--- config.mk ---
export PLATFORM = sky130hd
export DESIGN_NAME = damage_rect_merge_upload_decide
export DESIGN_NICKNAME = d
export VERILOG_FILES = /design/src/hdl/drmud_pkg.sv /design/src/hdl/drmud_clip.sv /design/src/hdl/drmud_mul.sv /design/src/hdl/damage_rect_merge_upload_decide.sv
export SDC_FILE = /design/constraint.sdc
export NUM_CORES = 2
export LEC_CHECK = 0
export BUFFER_PORTS_ARGS = -buffer_cell sky130_fd_sc_hd__buf_2
export CAP_MARGIN = 25
export CORE_ASPECT_RATIO = 2
export CORE_MARGIN = 1
export CORE_UTILIZATION = 63
export DETAILED_ROUTE_END_ITERATION = 6
export GPL_TIMING_DRIVEN = 0
export PLACE_DENSITY = 0.83
export SLEW_MARGIN = 40
export SYNTH_ARGS = -nofsm -noshare
export SYNTH_HDL_FRONTEND = slang
export SYNTH_SLANG_ARGS = --single-unit
--- constraint.sdc ---
create_clock -name i_clk -period 12.6 [get_ports i_clk]
set_clock_uncertainty 0.2 [all_clocks]
set_input_delay 0.63 -clock i_clk [delete_from_list [all_inputs] [get_ports i_clk]]
set_output_delay 0.63 -clock i_clk [all_outputs]
set_load 0.03 [all_outputs]
--- src/hdl/drmud_pkg.sv ---
// Shared types and constants for the damage rectangle merge / upload decision block.
// No dependencies; imported by drmud_clip and damage_rect_merge_upload_decide.
package drmud_pkg;

    localparam int COORD_W   = 16;   // input rectangle fields
    localparam int CFG_W     = 14;   // surface size registers
    localparam int OUT_DIM_W = 14;   // merged box fields
    localparam int AREA_W    = 42;
    localparam int CNT_W     = 16;
    localparam int MPIX_W    = 27;
    localparam int BYTES_W   = 29;
    localparam int IN_DATA_W = 64;
    localparam int OUT_DATA_W = 176;

    localparam logic [AREA_W-1:0] AREA_MAX  = {AREA_W{1'b1}};
    localparam logic [CNT_W-1:0]  COUNT_MAX = {CNT_W{1'b1}};

    // full upload when merged * PCT_ALL >= surface * PCT_FULL
    localparam int PCT_ALL       = 100;
    localparam int PCT_FULL      = 60;
    localparam int BYTES_PER_PIX = 4;

    // register indexes
    localparam logic REG_SURF_W = 1'b0;
    localparam logic REG_SURF_H = 1'b1;

    typedef logic signed [COORD_W-1:0] t_coord;

    // result word, lowest field last in this list (lowest bits)
    typedef struct packed {
        logic [3:0]           pad;
        logic [BYTES_W-1:0]   upload_bytes;
        logic                 partial_upload;
        logic                 full_upload;
        logic [MPIX_W-1:0]    merged_pixels;
        logic [CNT_W-1:0]     rect_count;
        logic [AREA_W-1:0]    damage_pixels;
        logic [OUT_DIM_W-1:0] merged_h;
        logic [OUT_DIM_W-1:0] merged_w;
        logic [OUT_DIM_W-1:0] merged_y;
        logic [OUT_DIM_W-1:0] merged_x;
    } t_result;

endpackage

--- src/hdl/drmud_clip.sv ---
// Clips one damage rectangle against the surface [0,W) x [0,H).
// Uses drmud_pkg.
module drmud_clip #(
    parameter int DW = 14
) (
    input  drmud_pkg::t_coord i_x,
    input  drmud_pkg::t_coord i_y,
    input  drmud_pkg::t_coord i_w,
    input  drmud_pkg::t_coord i_h,
    input  logic              i_valid,
    input  logic [DW-1:0]     i_sw,
    input  logic [DW-1:0]     i_sh,
    output logic [DW-1:0]     o_l,
    output logic [DW-1:0]     o_t,
    output logic [DW-1:0]     o_r,
    output logic [DW-1:0]     o_b,
    output logic              o_nonempty
);
    import drmud_pkg::*;

    localparam int EW = COORD_W + 2;

    logic signed [EW-1:0] x_end, y_end, sw_s, sh_s;
    logic signed [EW-1:0] left, top, right, bottom;

    assign x_end = EW'(i_x) + EW'(i_w);
    assign y_end = EW'(i_y) + EW'(i_h);
    assign sw_s  = $signed(EW'(i_sw));
    assign sh_s  = $signed(EW'(i_sh));

    assign left   = i_x[COORD_W-1] ? '0 : EW'(i_x);
    assign top    = i_y[COORD_W-1] ? '0 : EW'(i_y);
    assign right  = (x_end > sw_s) ? sw_s : x_end;
    assign bottom = (y_end > sh_s) ? sh_s : y_end;

    assign o_nonempty = i_valid
                        && !i_w[COORD_W-1] && (|i_w)
                        && !i_h[COORD_W-1] && (|i_h)
                        && (right > left) && (bottom > top);

    // when nonempty all edges lie within [0, surface size]
    assign o_l = left[DW-1:0];
    assign o_t = top[DW-1:0];
    assign o_r = right[DW-1:0];
    assign o_b = bottom[DW-1:0];

endmodule

--- src/hdl/drmud_mul.sv ---
// Shared unsigned multiplier with registered product.
// No dependencies.
module drmud_mul #(
    parameter int DW = 14
) (
    input  logic            i_clk,
    input  logic            i_en,
    input  logic [DW-1:0]   i_a,
    input  logic [DW-1:0]   i_b,
    output logic [2*DW-1:0] o_p
);
    localparam int PW = 2 * DW;

    logic [PW-1:0] r_p;

    always_ff @(posedge i_clk) begin
        if (i_en) begin
            r_p <= PW'(i_a) * PW'(i_b);
        end
    end

    assign o_p = r_p;

endmodule

--- src/hdl/damage_rect_merge_upload_decide.sv ---
// Damage rectangle merge and upload decision. Uses drmud_pkg, drmud_clip, drmud_mul.
// Schedule: one multiplier shared under a six-state sequencer. A rectangle that is not
// last passes through capture and the area multiply, then the block returns to idle and
// takes the next one. A last item goes on through S_LACC, S_MBOX, S_SURF and S_DEC: area,
// box area and surface area go through the multiplier in turn; the result is registered in S_DEC.
// Reset: synchronous, active low; surface size back to 1x1, accumulation cleared.
module damage_rect_merge_upload_decide #(
    parameter int MAX_DIM = 8192
) (
    input  logic                                i_clk,
    input  logic                                i_rst_n,
    // rect_x, rect_y, rect_w, rect_h
    input  logic [drmud_pkg::IN_DATA_W-1:0]     i_s_tdata,
    // rect_valid
    input  logic                                i_s_tuser,
    input  logic                                i_s_tlast,
    input  logic                                i_s_tvalid,
    output logic                                o_s_tready,
    // merged_x, merged_y, merged_w, merged_h, damage_pixels, rect_count,
    // merged_pixels, full_upload, partial_upload, upload_bytes, zero pad
    output logic [drmud_pkg::OUT_DATA_W-1:0]    o_m_tdata,
    output logic                                o_m_tvalid,
    input  logic                                i_m_tready,
    input  logic                                i_cfg_valid,
    output logic                                o_cfg_ready,
    input  logic                                i_cfg_index,
    input  logic [drmud_pkg::CFG_W-1:0]         i_cfg_data
);
    import drmud_pkg::*;

    localparam int DW = $clog2(MAX_DIM + 1);
    localparam int PW = 2 * DW;
    localparam int CW = (DW > CFG_W) ? DW : CFG_W;
    localparam int KW = PW + 8;

    localparam logic [2:0] S_IDLE = 3'd0;
    localparam logic [2:0] S_AREA = 3'd1;
    localparam logic [2:0] S_LACC = 3'd2;
    localparam logic [2:0] S_MBOX = 3'd3;
    localparam logic [2:0] S_SURF = 3'd4;
    localparam logic [2:0] S_DEC  = 3'd5;

    logic [2:0] r_state, n_state;

    logic [CFG_W-1:0] r_surf_w, r_surf_h;
    logic [DW-1:0]    sw, sh;
    logic [CW-1:0]    sw_ext, sh_ext;

    // captured clip result
    logic [DW-1:0] r_cl, r_ct, r_cr, r_cb;
    logic          r_c_ne, r_c_last, r_pend;
    logic [DW-1:0] cl, ct, cr, cb;
    logic          c_ne;

    // accumulation
    logic              r_have_box;
    logic [DW-1:0]     r_box_l, r_box_t, r_box_r, r_box_b;
    logic [AREA_W-1:0] r_area_sum;
    logic [CNT_W-1:0]  r_count;
    logic [PW-1:0]     r_mp;

    logic          acc_en, in_xfer, out_load;
    logic [AREA_W:0] sum_wide;
    logic [DW-1:0] mul_a, mul_b, box_w, box_h;
    logic          mul_en;
    logic [PW-1:0] prod, mp_sel, up_sel;
    logic [KW-1:0] lhs, rhs;
    logic          full;

    t_result r_out;
    logic    r_out_valid;

    // ---- configuration ----
    assign o_cfg_ready = 1'b1;

    always_ff @(posedge i_clk) begin
        if (!i_rst_n) begin
            r_surf_w <= CFG_W'(1);
            r_surf_h <= CFG_W'(1);
        end else if (i_cfg_valid) begin
            unique case (i_cfg_index)
                REG_SURF_W: r_surf_w <= i_cfg_data;
                REG_SURF_H: r_surf_h <= i_cfg_data;
                default: ;
            endcase
        end
    end

    assign sw_ext = CW'(r_surf_w);
    assign sh_ext = CW'(r_surf_h);
    assign sw = (sw_ext == '0) ? DW'(1) :
                (sw_ext > CW'(MAX_DIM)) ? DW'(MAX_DIM) : DW'(sw_ext);
    assign sh = (sh_ext == '0) ? DW'(1) :
                (sh_ext > CW'(MAX_DIM)) ? DW'(MAX_DIM) : DW'(sh_ext);

    // ---- clip ----
    drmud_clip #(.DW(DW)) u_clip (
        .i_x        (t_coord'(i_s_tdata[15:0])),
        .i_y        (t_coord'(i_s_tdata[31:16])),
        .i_w        (t_coord'(i_s_tdata[47:32])),
        .i_h        (t_coord'(i_s_tdata[63:48])),
        .i_valid    (i_s_tuser),
        .i_sw       (sw),
        .i_sh       (sh),
        .o_l        (cl),
        .o_t        (ct),
        .o_r        (cr),
        .o_b        (cb),
        .o_nonempty (c_ne)
    );

    assign o_s_tready = (r_state == S_IDLE);
    assign in_xfer    = i_s_tvalid && o_s_tready;

    always_ff @(posedge i_clk) begin
        if (in_xfer) begin
            r_cl <= cl;
            r_ct <= ct;
            r_cr <= cr;
            r_cb <= cb;
        end
    end

    // ---- shared multiplier ----
    assign box_w = r_box_r - r_box_l;
    assign box_h = r_box_b - r_box_t;

    always_comb begin
        mul_a  = sw;
        mul_b  = sh;
        mul_en = 1'b0;
        unique case (r_state)
            S_AREA: begin
                mul_a  = r_cr - r_cl;
                mul_b  = r_cb - r_ct;
                mul_en = 1'b1;
            end
            S_MBOX: begin
                mul_a  = box_w;
                mul_b  = box_h;
                mul_en = 1'b1;
            end
            S_SURF: begin
                mul_en = 1'b1;
            end
            default: ;
        endcase
    end

    drmud_mul #(.DW(DW)) u_mul (
        .i_clk (i_clk),
        .i_en  (mul_en),
        .i_a   (mul_a),
        .i_b   (mul_b),
        .o_p   (prod)
    );

    // ---- decision (surface area sits in prod during S_DEC) ----
    assign mp_sel = r_have_box ? r_mp : prod;
    assign lhs    = KW'(mp_sel) * KW'(PCT_ALL);
    assign rhs    = KW'(prod) * KW'(PCT_FULL);
    assign full   = !r_have_box || (lhs >= rhs);
    assign up_sel = full ? prod : mp_sel;

    assign out_load = (r_state == S_DEC) && (!r_out_valid || i_m_tready);

    // ---- accumulation ----
    // pending area of a non-last rectangle is folded in on the following idle cycle
    assign acc_en   = ((r_state == S_IDLE) && r_pend) || ((r_state == S_LACC) && r_c_ne);
    assign sum_wide = {1'b0, r_area_sum} + (AREA_W + 1)'(prod);

    always_ff @(posedge i_clk) begin
        if (!i_rst_n) begin
            r_have_box <= 1'b0;
            r_box_l    <= '0;
            r_box_t    <= '0;
            r_box_r    <= '0;
            r_box_b    <= '0;
            r_area_sum <= '0;
            r_count    <= '0;
        end else if (out_load) begin
            r_have_box <= 1'b0;
            r_box_l    <= '0;
            r_box_t    <= '0;
            r_box_r    <= '0;
            r_box_b    <= '0;
            r_area_sum <= '0;
            r_count    <= '0;
        end else if (acc_en) begin
            if (r_count != COUNT_MAX) begin
                r_count <= r_count + CNT_W'(1);
            end
            r_area_sum <= sum_wide[AREA_W] ? AREA_MAX : sum_wide[AREA_W-1:0];
            r_have_box <= 1'b1;
            if (!r_have_box) begin
                r_box_l <= r_cl;
                r_box_t <= r_ct;
                r_box_r <= r_cr;
                r_box_b <= r_cb;
            end else begin
                if (r_cl < r_box_l) r_box_l <= r_cl;
                if (r_ct < r_box_t) r_box_t <= r_ct;
                if (r_cr > r_box_r) r_box_r <= r_cr;
                if (r_cb > r_box_b) r_box_b <= r_cb;
            end
        end
    end

    always_ff @(posedge i_clk) begin
        if (r_state == S_SURF) begin
            r_mp <= prod;
        end
    end

    // ---- sequencer ----
    always_comb begin
        n_state = r_state;
        unique case (r_state)
            S_IDLE: if (in_xfer) n_state = S_AREA;
            S_AREA: n_state = r_c_last ? S_LACC : S_IDLE;
            S_LACC: n_state = S_MBOX;
            S_MBOX: n_state = S_SURF;
            S_SURF: n_state = S_DEC;
            S_DEC:  if (out_load) n_state = S_IDLE;
            default: n_state = S_IDLE;
        endcase
    end

    always_ff @(posedge i_clk) begin
        if (!i_rst_n) begin
            r_state  <= S_IDLE;
            r_c_ne   <= 1'b0;
            r_c_last <= 1'b0;
            r_pend   <= 1'b0;
        end else begin
            r_state <= n_state;
            if (in_xfer) begin
                r_c_ne   <= c_ne;
                r_c_last <= i_s_tlast;
            end
            if (r_state == S_AREA && !r_c_last) begin
                r_pend <= r_c_ne;
            end else if (r_state == S_IDLE) begin
                r_pend <= 1'b0;
            end
        end
    end

    // ---- result register ----
    always_ff @(posedge i_clk) begin
        if (!i_rst_n) begin
            r_out_valid <= 1'b0;
        end else if (out_load) begin
            r_out_valid <= 1'b1;
        end else if (i_m_tready) begin
            r_out_valid <= 1'b0;
        end
    end

    always_ff @(posedge i_clk) begin
        if (out_load) begin
            r_out.pad            <= '0;
            r_out.merged_x       <= r_have_box ? OUT_DIM_W'(r_box_l) : '0;
            r_out.merged_y       <= r_have_box ? OUT_DIM_W'(r_box_t) : '0;
            r_out.merged_w       <= r_have_box ? OUT_DIM_W'(box_w) : '0;
            r_out.merged_h       <= r_have_box ? OUT_DIM_W'(box_h) : '0;
            r_out.damage_pixels  <= r_area_sum;
            r_out.rect_count     <= r_count;
            r_out.merged_pixels  <= MPIX_W'(mp_sel);
            r_out.full_upload    <= full;
            r_out.partial_upload <= !full;
            r_out.upload_bytes   <= BYTES_W'(KW'(up_sel) * KW'(BYTES_PER_PIX));
        end
    end

    assign o_m_tdata  = r_out;
    assign o_m_tvalid = r_out_valid;

endmodule

After elaboration in Yosys (flattened, before gate mapping)
Cells that the tools add are included.
{"block": "word_totals", "ff_bits": 432, "output_inout_bits": 179, "in_bits": 86, "wordCells": 133}
{"block": "op_classes", "n_addsub": 8, "multipliers": 3, "order_cmp": 11, "reduce_logical": 37, "n_eq_ne": 12, "bitwise": 2, "n_mux": 30}
{"op": "two-way mux 14 bit", "n": 12}
{"op": "one-hot mux 14 bit (2 select lines)", "n": 2}
{"op": "subtractor 14 bit", "n": 4}
{"op": "adder 42 x 28 -> 43 bit", "n": 1}
{"op": "two-way mux 42 bit", "n": 1}
{"op": "> comparator 18 x 15 -> 1 bit", "n": 2}
{"op": "> comparator 18 bit", "n": 2}
{"op": "two-way mux 18 bit", "n": 2}
{"op": "greater-or-equal comparator 35 x 34 -> 1 bit", "n": 1}
{"op": "adder 16 x 16 -> 17 bit", "n": 2}
{"op": "multiplier 28 x 5 -> 33 bit (second input constant)", "n": 1}
{"op": "multiplier 28 x 4 -> 32 bit (second input constant)", "n": 1}
{"op": "OR reduction 16 bit", "n": 2}
{"op": "two-way mux 15 bit", "n": 2}
{"op": "> comparator 14 bit", "n": 2}
{"op": "> comparator 14 bit (second input constant)", "n": 2}
{"op": "logical NOT 14 bit", "n": 2}
{"op": "less-than comparator 14 bit", "n": 2}
{"op": "multiplier 14 x 14 -> 28 bit", "n": 1}
{"op": "two-way mux 28 bit", "n": 1}
{"op": "two-way mux 27 bit", "n": 1}
{"op": "one-hot mux 3 bit (6 select lines)", "n": 1}
{"op": "adder 16 x 1 -> 16 bit (second input constant)", "n": 1}
{"op": "inequality test 16 bit (second input constant)", "n": 1}
{"op": "other kinds (17)", "n": 54}

Depth between registers and ports, before layout
{"block": "depth", "depth_word": 8, "depth_mapped": 36, "ltp_nobuf": 36}

Modules after synthesis
A second synthesis with hierarchy kept.
{"block": "hier_totals", "cells_unflattened": 3866, "area_unflattened_um2": 37290.8}
{"mod": "damage_rect_merge_upload_decide", "seq_area_each_um2": 10630.2, "cells_each": 2568, "area_per_inst_um2": 26056.2, "instances": 1}
{"mod": "drmud_mul", "seq_area_each_um2": 840.8, "cells_each": 837, "area_per_inst_um2": 7662.3, "instances": 1}
{"mod": "drmud_clip", "seq_area_each_um2": 0.0, "cells_each": 461, "area_per_inst_um2": 3572.2, "instances": 1}

Worst setup path before layout
OpenSTA, ideal clock, no wires.
{"block": "synth_path", "kind": "input to register", "from": "in i_m_tready", "to": "reg r_box_l[10]", "arrival_time_ns": 8.939, "setup_slack_ns": 3.339, "required_ns": 12.278, "path_buffers": 2, "setup_ns": 0.122, "stages": 9, "cell_sequence": "nand2b_1 -> nand2_1 -> nor2_1 -> nor2b_1 -> clkbuf_1 -> clkbuf_1 -> nand3_1 -> mux2i_1 -> a311o_1"}
{"block": "synth_via", "elab_chain_cells": 3}
{"element": "start, declared", "line_no": "damage_rect_merge_upload_decide.sv:23", "rtl": "input logic i_m_tready,"}
{"element": "logical OR 1 bit", "line_no": "damage_rect_merge_upload_decide.sv:165", "rtl": "assign out_load = (r_state == S_DEC) && (!r_out_valid || i_m_tready);"}
{"element": "logical AND 1 bit", "line_no": "damage_rect_merge_upload_decide.sv:165"}
{"element": "net out_load", "line_no": "damage_rect_merge_upload_decide.sv:62", "rtl": "logic acc_en, in_xfer, out_load;"}
{"element": "OR reduction 2 bit (no source line)"}
{"element": "end signal, assigned", "line_no": "damage_rect_merge_upload_decide.sv:196", "rtl": "r_box_l <= r_cl;"}
{"element": "end signal, assigned", "line_no": "damage_rect_merge_upload_decide.sv:201", "rtl": "if (r_cl < r_box_l) r_box_l <= r_cl;"}
{"element": "end, declared", "line_no": "damage_rect_merge_upload_decide.sv:57", "rtl": "logic [DW-1:0] r_box_l, r_box_t, r_box_r, r_box_b;"}
The timed path passes the listed nets, and every way through them passes these cells.
A chain may end at the register's enable or synchronous reset.

Final worst setup path
{"block": "layout_path", "from": "reg r_box_l[0]", "to": "reg u_mul.r_p[27], in the netlist u_mul.o_p[27] (data pin)"}
{"block": "layout_via", "elab_chain_cells": 3}
{"element": "subtractor 14 bit", "line_no": "damage_rect_merge_upload_decide.sv:125", "rtl": "assign box_w = r_box_r - r_box_l;"}
{"element": "one-hot mux 14 bit (2 select lines)", "line_no": "damage_rect_merge_upload_decide.sv:132", "rtl": "unique case (r_state)"}
{"element": "multiplier 14 x 14 -> 28 bit", "line_no": "drmud_mul.sv:18", "rtl": "r_p <= PW'(i_a) * PW'(i_b);"}
{"element": "end signal, assigned", "line_no": "drmud_mul.sv:18"}
{"element": "end, declared", "line_no": "drmud_mul.sv:14", "rtl": "logic [PW-1:0] r_p;"}
No other way between the ends.

==> summary.md <==
| Metric | Value |
|---|---|
| Critical path peak fanout | 10 |
| Hold/Removal Path Class | input pin to register |
| Post-DP HPWL | 88060 µm |
| Non-filler cells, final | 4927 |
| Synth area leaders | edfxtp_1 (23%), ha_1 (16%), fa_1 (12%), dfxtp_1 (8.1%), inv_1 (4.8%) |
| Iter 0 DRT Violations | 1523 |
| H-tree Lvls | 2 |
| Die span in y | 345.8 µm |
| Slew at the pin closest to its max-slew limit | 0.9224 ns |
| Largest net degree at the start of global routing | 30 |
| Routed wl met3 | 5734 µm |
| Final slew viol count | 0 |
| Outcome | finished clean |
| Horiz. Die Dim | 173.9 µm |
| Most numerous cell on the critical path | fa_1 |
| WL final | 107900 µm |
| Pwr dens | 176.0 nW/µm² |
| First-pass GRT wire length | 165500 µm |
| DR vias/cell | 6.132 |
| Vias in the first global route | 31940 |
| Core box area | 58180 µm² |
| Synth warn | 0 |
| Post-CTS Hold Fix Bufs | 0 |
| Register bit total from synthesis | 432 |
| Peak VDD IR | 0.0001603 V |
| Top cells by count, synth | inv_1 (476), ha_1 (475), edfxtp_1 (282), nand2_1 (280), fa_1 (224) |
| Layout area overhead | 10.56% |
| Post-synthesis area per instance | 9.760 µm² |
| Worst slew margin | 38.10% |
| Drt wl/cell | 21.90 µm |
| Uppermost layer routed | met5 |
| Main combinational cell family by area after synthesis | adder cells |
| Synth Flop Type | edfxtp_1 |
| Routed wl met2 | 56440 µm |
| Critical path arrival | 10.52 ns |
| Synth area leader | edfxtp_1 |
| IO Count | 265 |
| Fin worst setup slack | 2.216 ns |
| Pleak | 19.02 nW |
| Final net count | 4916 |
| M1 WL | 33300 µm |
| Vias | 30210 |
| Post-Synth Simple-Gate Area | 13.58% |
| Final min period | 10.38 ns |
| CP Capture Type | register |
| Part of the Yosys area used for sequential elements | 30.82% |
| GR Overflow Total | 0 |
| Fill count | 4461 |
| Postcts setup bufs | 0 |
| # setup viols final | 0 |
| Post-synth EDFFs | 282 |
| Layout cells sized above 1 | 11.48% |
| Initial antenna violation count | 3 |
| Adder-cell share of the synthesized area | 28.01% |
| Crit path kind | register to register |
| Starting Density | 63.98% |
| Clock buffer depth | 3 |
| DP Worst Slack | 2.693 ns |
| Synth Area in Compound Gates | 13.01% |
| Clk sink count | 432 |
| Clock buffer count from CTS | 39 |
| Power Total | 7.242 mW |
| Fraction of registers with async set/reset | 0% |
| CP max stage delay | 0.72 ns |
| Clock transition at the registers of the reported paths | 0.08 ns |
| Slowest stage cell, crit path | a21oi_1 |
| Post-Syn Area | 37220 µm² |
| IO buf count | 257 |
| Mux share of post-synthesis cell area | 4.037% |
| XOR/XNOR share of the synthesized area | 4.353% |
| # DRC | 0 |
| Netlist cell types | 92 |
| Post-DRT Antenna Nets | 0 |
| Register Area | 11470 µm² |
| Cell total after placement | 4852 |
| Cell with the most instances after synthesis | inv_1 |
| Unrepaired setup endpoints after global routing | no |
| DR pass1 iterations | 7 |
| Max frequency | 96.31 MHz |
| Startpoint types | register |
| Multi-input gate area | 23550 µm² |
| Required @ worst endpoint | 12.74 ns |
| Post-synthesis cell count | 3814 |
| Latest clock arrival within the worst-skew pair | 0.59 ns |
| Area share of the largest cell type after synthesis | 22.75% |
| Root buffer cell | clkbuf_16 |
| CTS tree | built |
| Max-Cap Viols | 0 |
| Num rows | 125 |
| Cts repair resizes | 0 |
| Die area | 60120 µm² |
| Setup_tns | 0 ns |
| Fin util | 70.73% |
| Overall Global Routing Usage | 36.11% |
| Tcrit/Tclk final | 82.41% |
| Routability congestion estimate | 1.047 |
| Final-report hold violation count | 0 |
[layer usage]
metal	global-route usage, %	vias up
met3	5.959	559
met1	31.33	14490
met2	67.34	1285
met5	0	-
met4	36.43	2
li1	-	13880
[critical path, delay by kind of cell (launching register included)]
kind	cells	cell delay [ns]
fa+ha+maj	9	3.98
xor+xnor	2	0.34
flops	1	0.37
simple gates	4	0.79
buf+inv	2	0.73
mux	1	0.13
compound gates	13	3.59
[where the power goes]
part	leakage, nW	switching, mW	internal, mW
sequential	3.95	0.0920	1.58
clock	0.628	0.589	0.669
combinational	14.4	2.46	1.85
total	19.0	3.14	4.10
[area by class of cell]
cell class | count | area share [%]
antenna | 3 | 0.01824
timing repair buffer | 271 | 3.770
buffer | 117 | 1.240
clock buffer | 50 | 2.548
sequential | 432 | 27.87
clock inverter | 22 | 0.6263
inverter | 478 | 4.372
tap | 762 | 2.317
multi-input combinational | 2792 | 57.23
[logic make-up (layout without fill, tap and decap cells)]
logic type | count (synthesis) | in the layout
and+or+nand+nor | 1028 | 1028
AOI/OAI and AO/OA | 734 | 734
adders and majority gates | 699 | 699
buffers and inverters | 595 | 938
DFF | 432 | 432
xor gates and xnor gates | 185 | 185
muxes | 139 | 139
other | 2 | 10
[through the flow]
stage / hold WS [ns] / cell area, µm²
finish: 0.1055 / 41150
global placement: 0.2484 / 39480
detailed placement: 0.2509 / 39820
CTS: 0.1001 / 41130
floorplan: 0.2230 / 37240
global route: 0.1291 / 41150
[sequential cells by signal (all words and copies together) (netlist names), 16 cells and up]
name,flops
r_area_sum,42
u_mul.o_p,28
o_m_tdata,170
r_count,16
r_mp,28
[placed cells by master (no fill, tap or decap), drive strengths merged, types with 9 or more instances in the layout]
cell    count
a211o       9
a211oi     20
a21boi     41
a21o      123
a21oi     214
a311o      15
a31oi      22
and2       65
and3       36
buf       291
clkbuf    146
dfxtp     150
edfxtp    282
fa        224
ha        475
inv       485
mux2       74
mux2i      65
nand2     280
nand2b     66
nand3     107
nand4      40
nor2      212
nor2b      82
nor3       54
nor4       29
o211ai     16
o21a       31
o21ai     144
o21bai     14
o31ai       9
or2        10
or3        23
xnor2      96
xor2       89
[path summary, 6_finish.rpt]
kind                  start             to  slack [ns]  cells past startpoint
max              r_box_l[0]  u_mul.o_p[27]        2.22                     31
min               i_s_tlast       r_c_last        0.11                      3
max reg2reg      r_box_l[0]  u_mul.o_p[27]        2.22                     31
min reg2reg  r_area_sum[26]  o_m_tdata[82]        0.26                      0
Note: power is estimated with default switching activity, not from simulation.
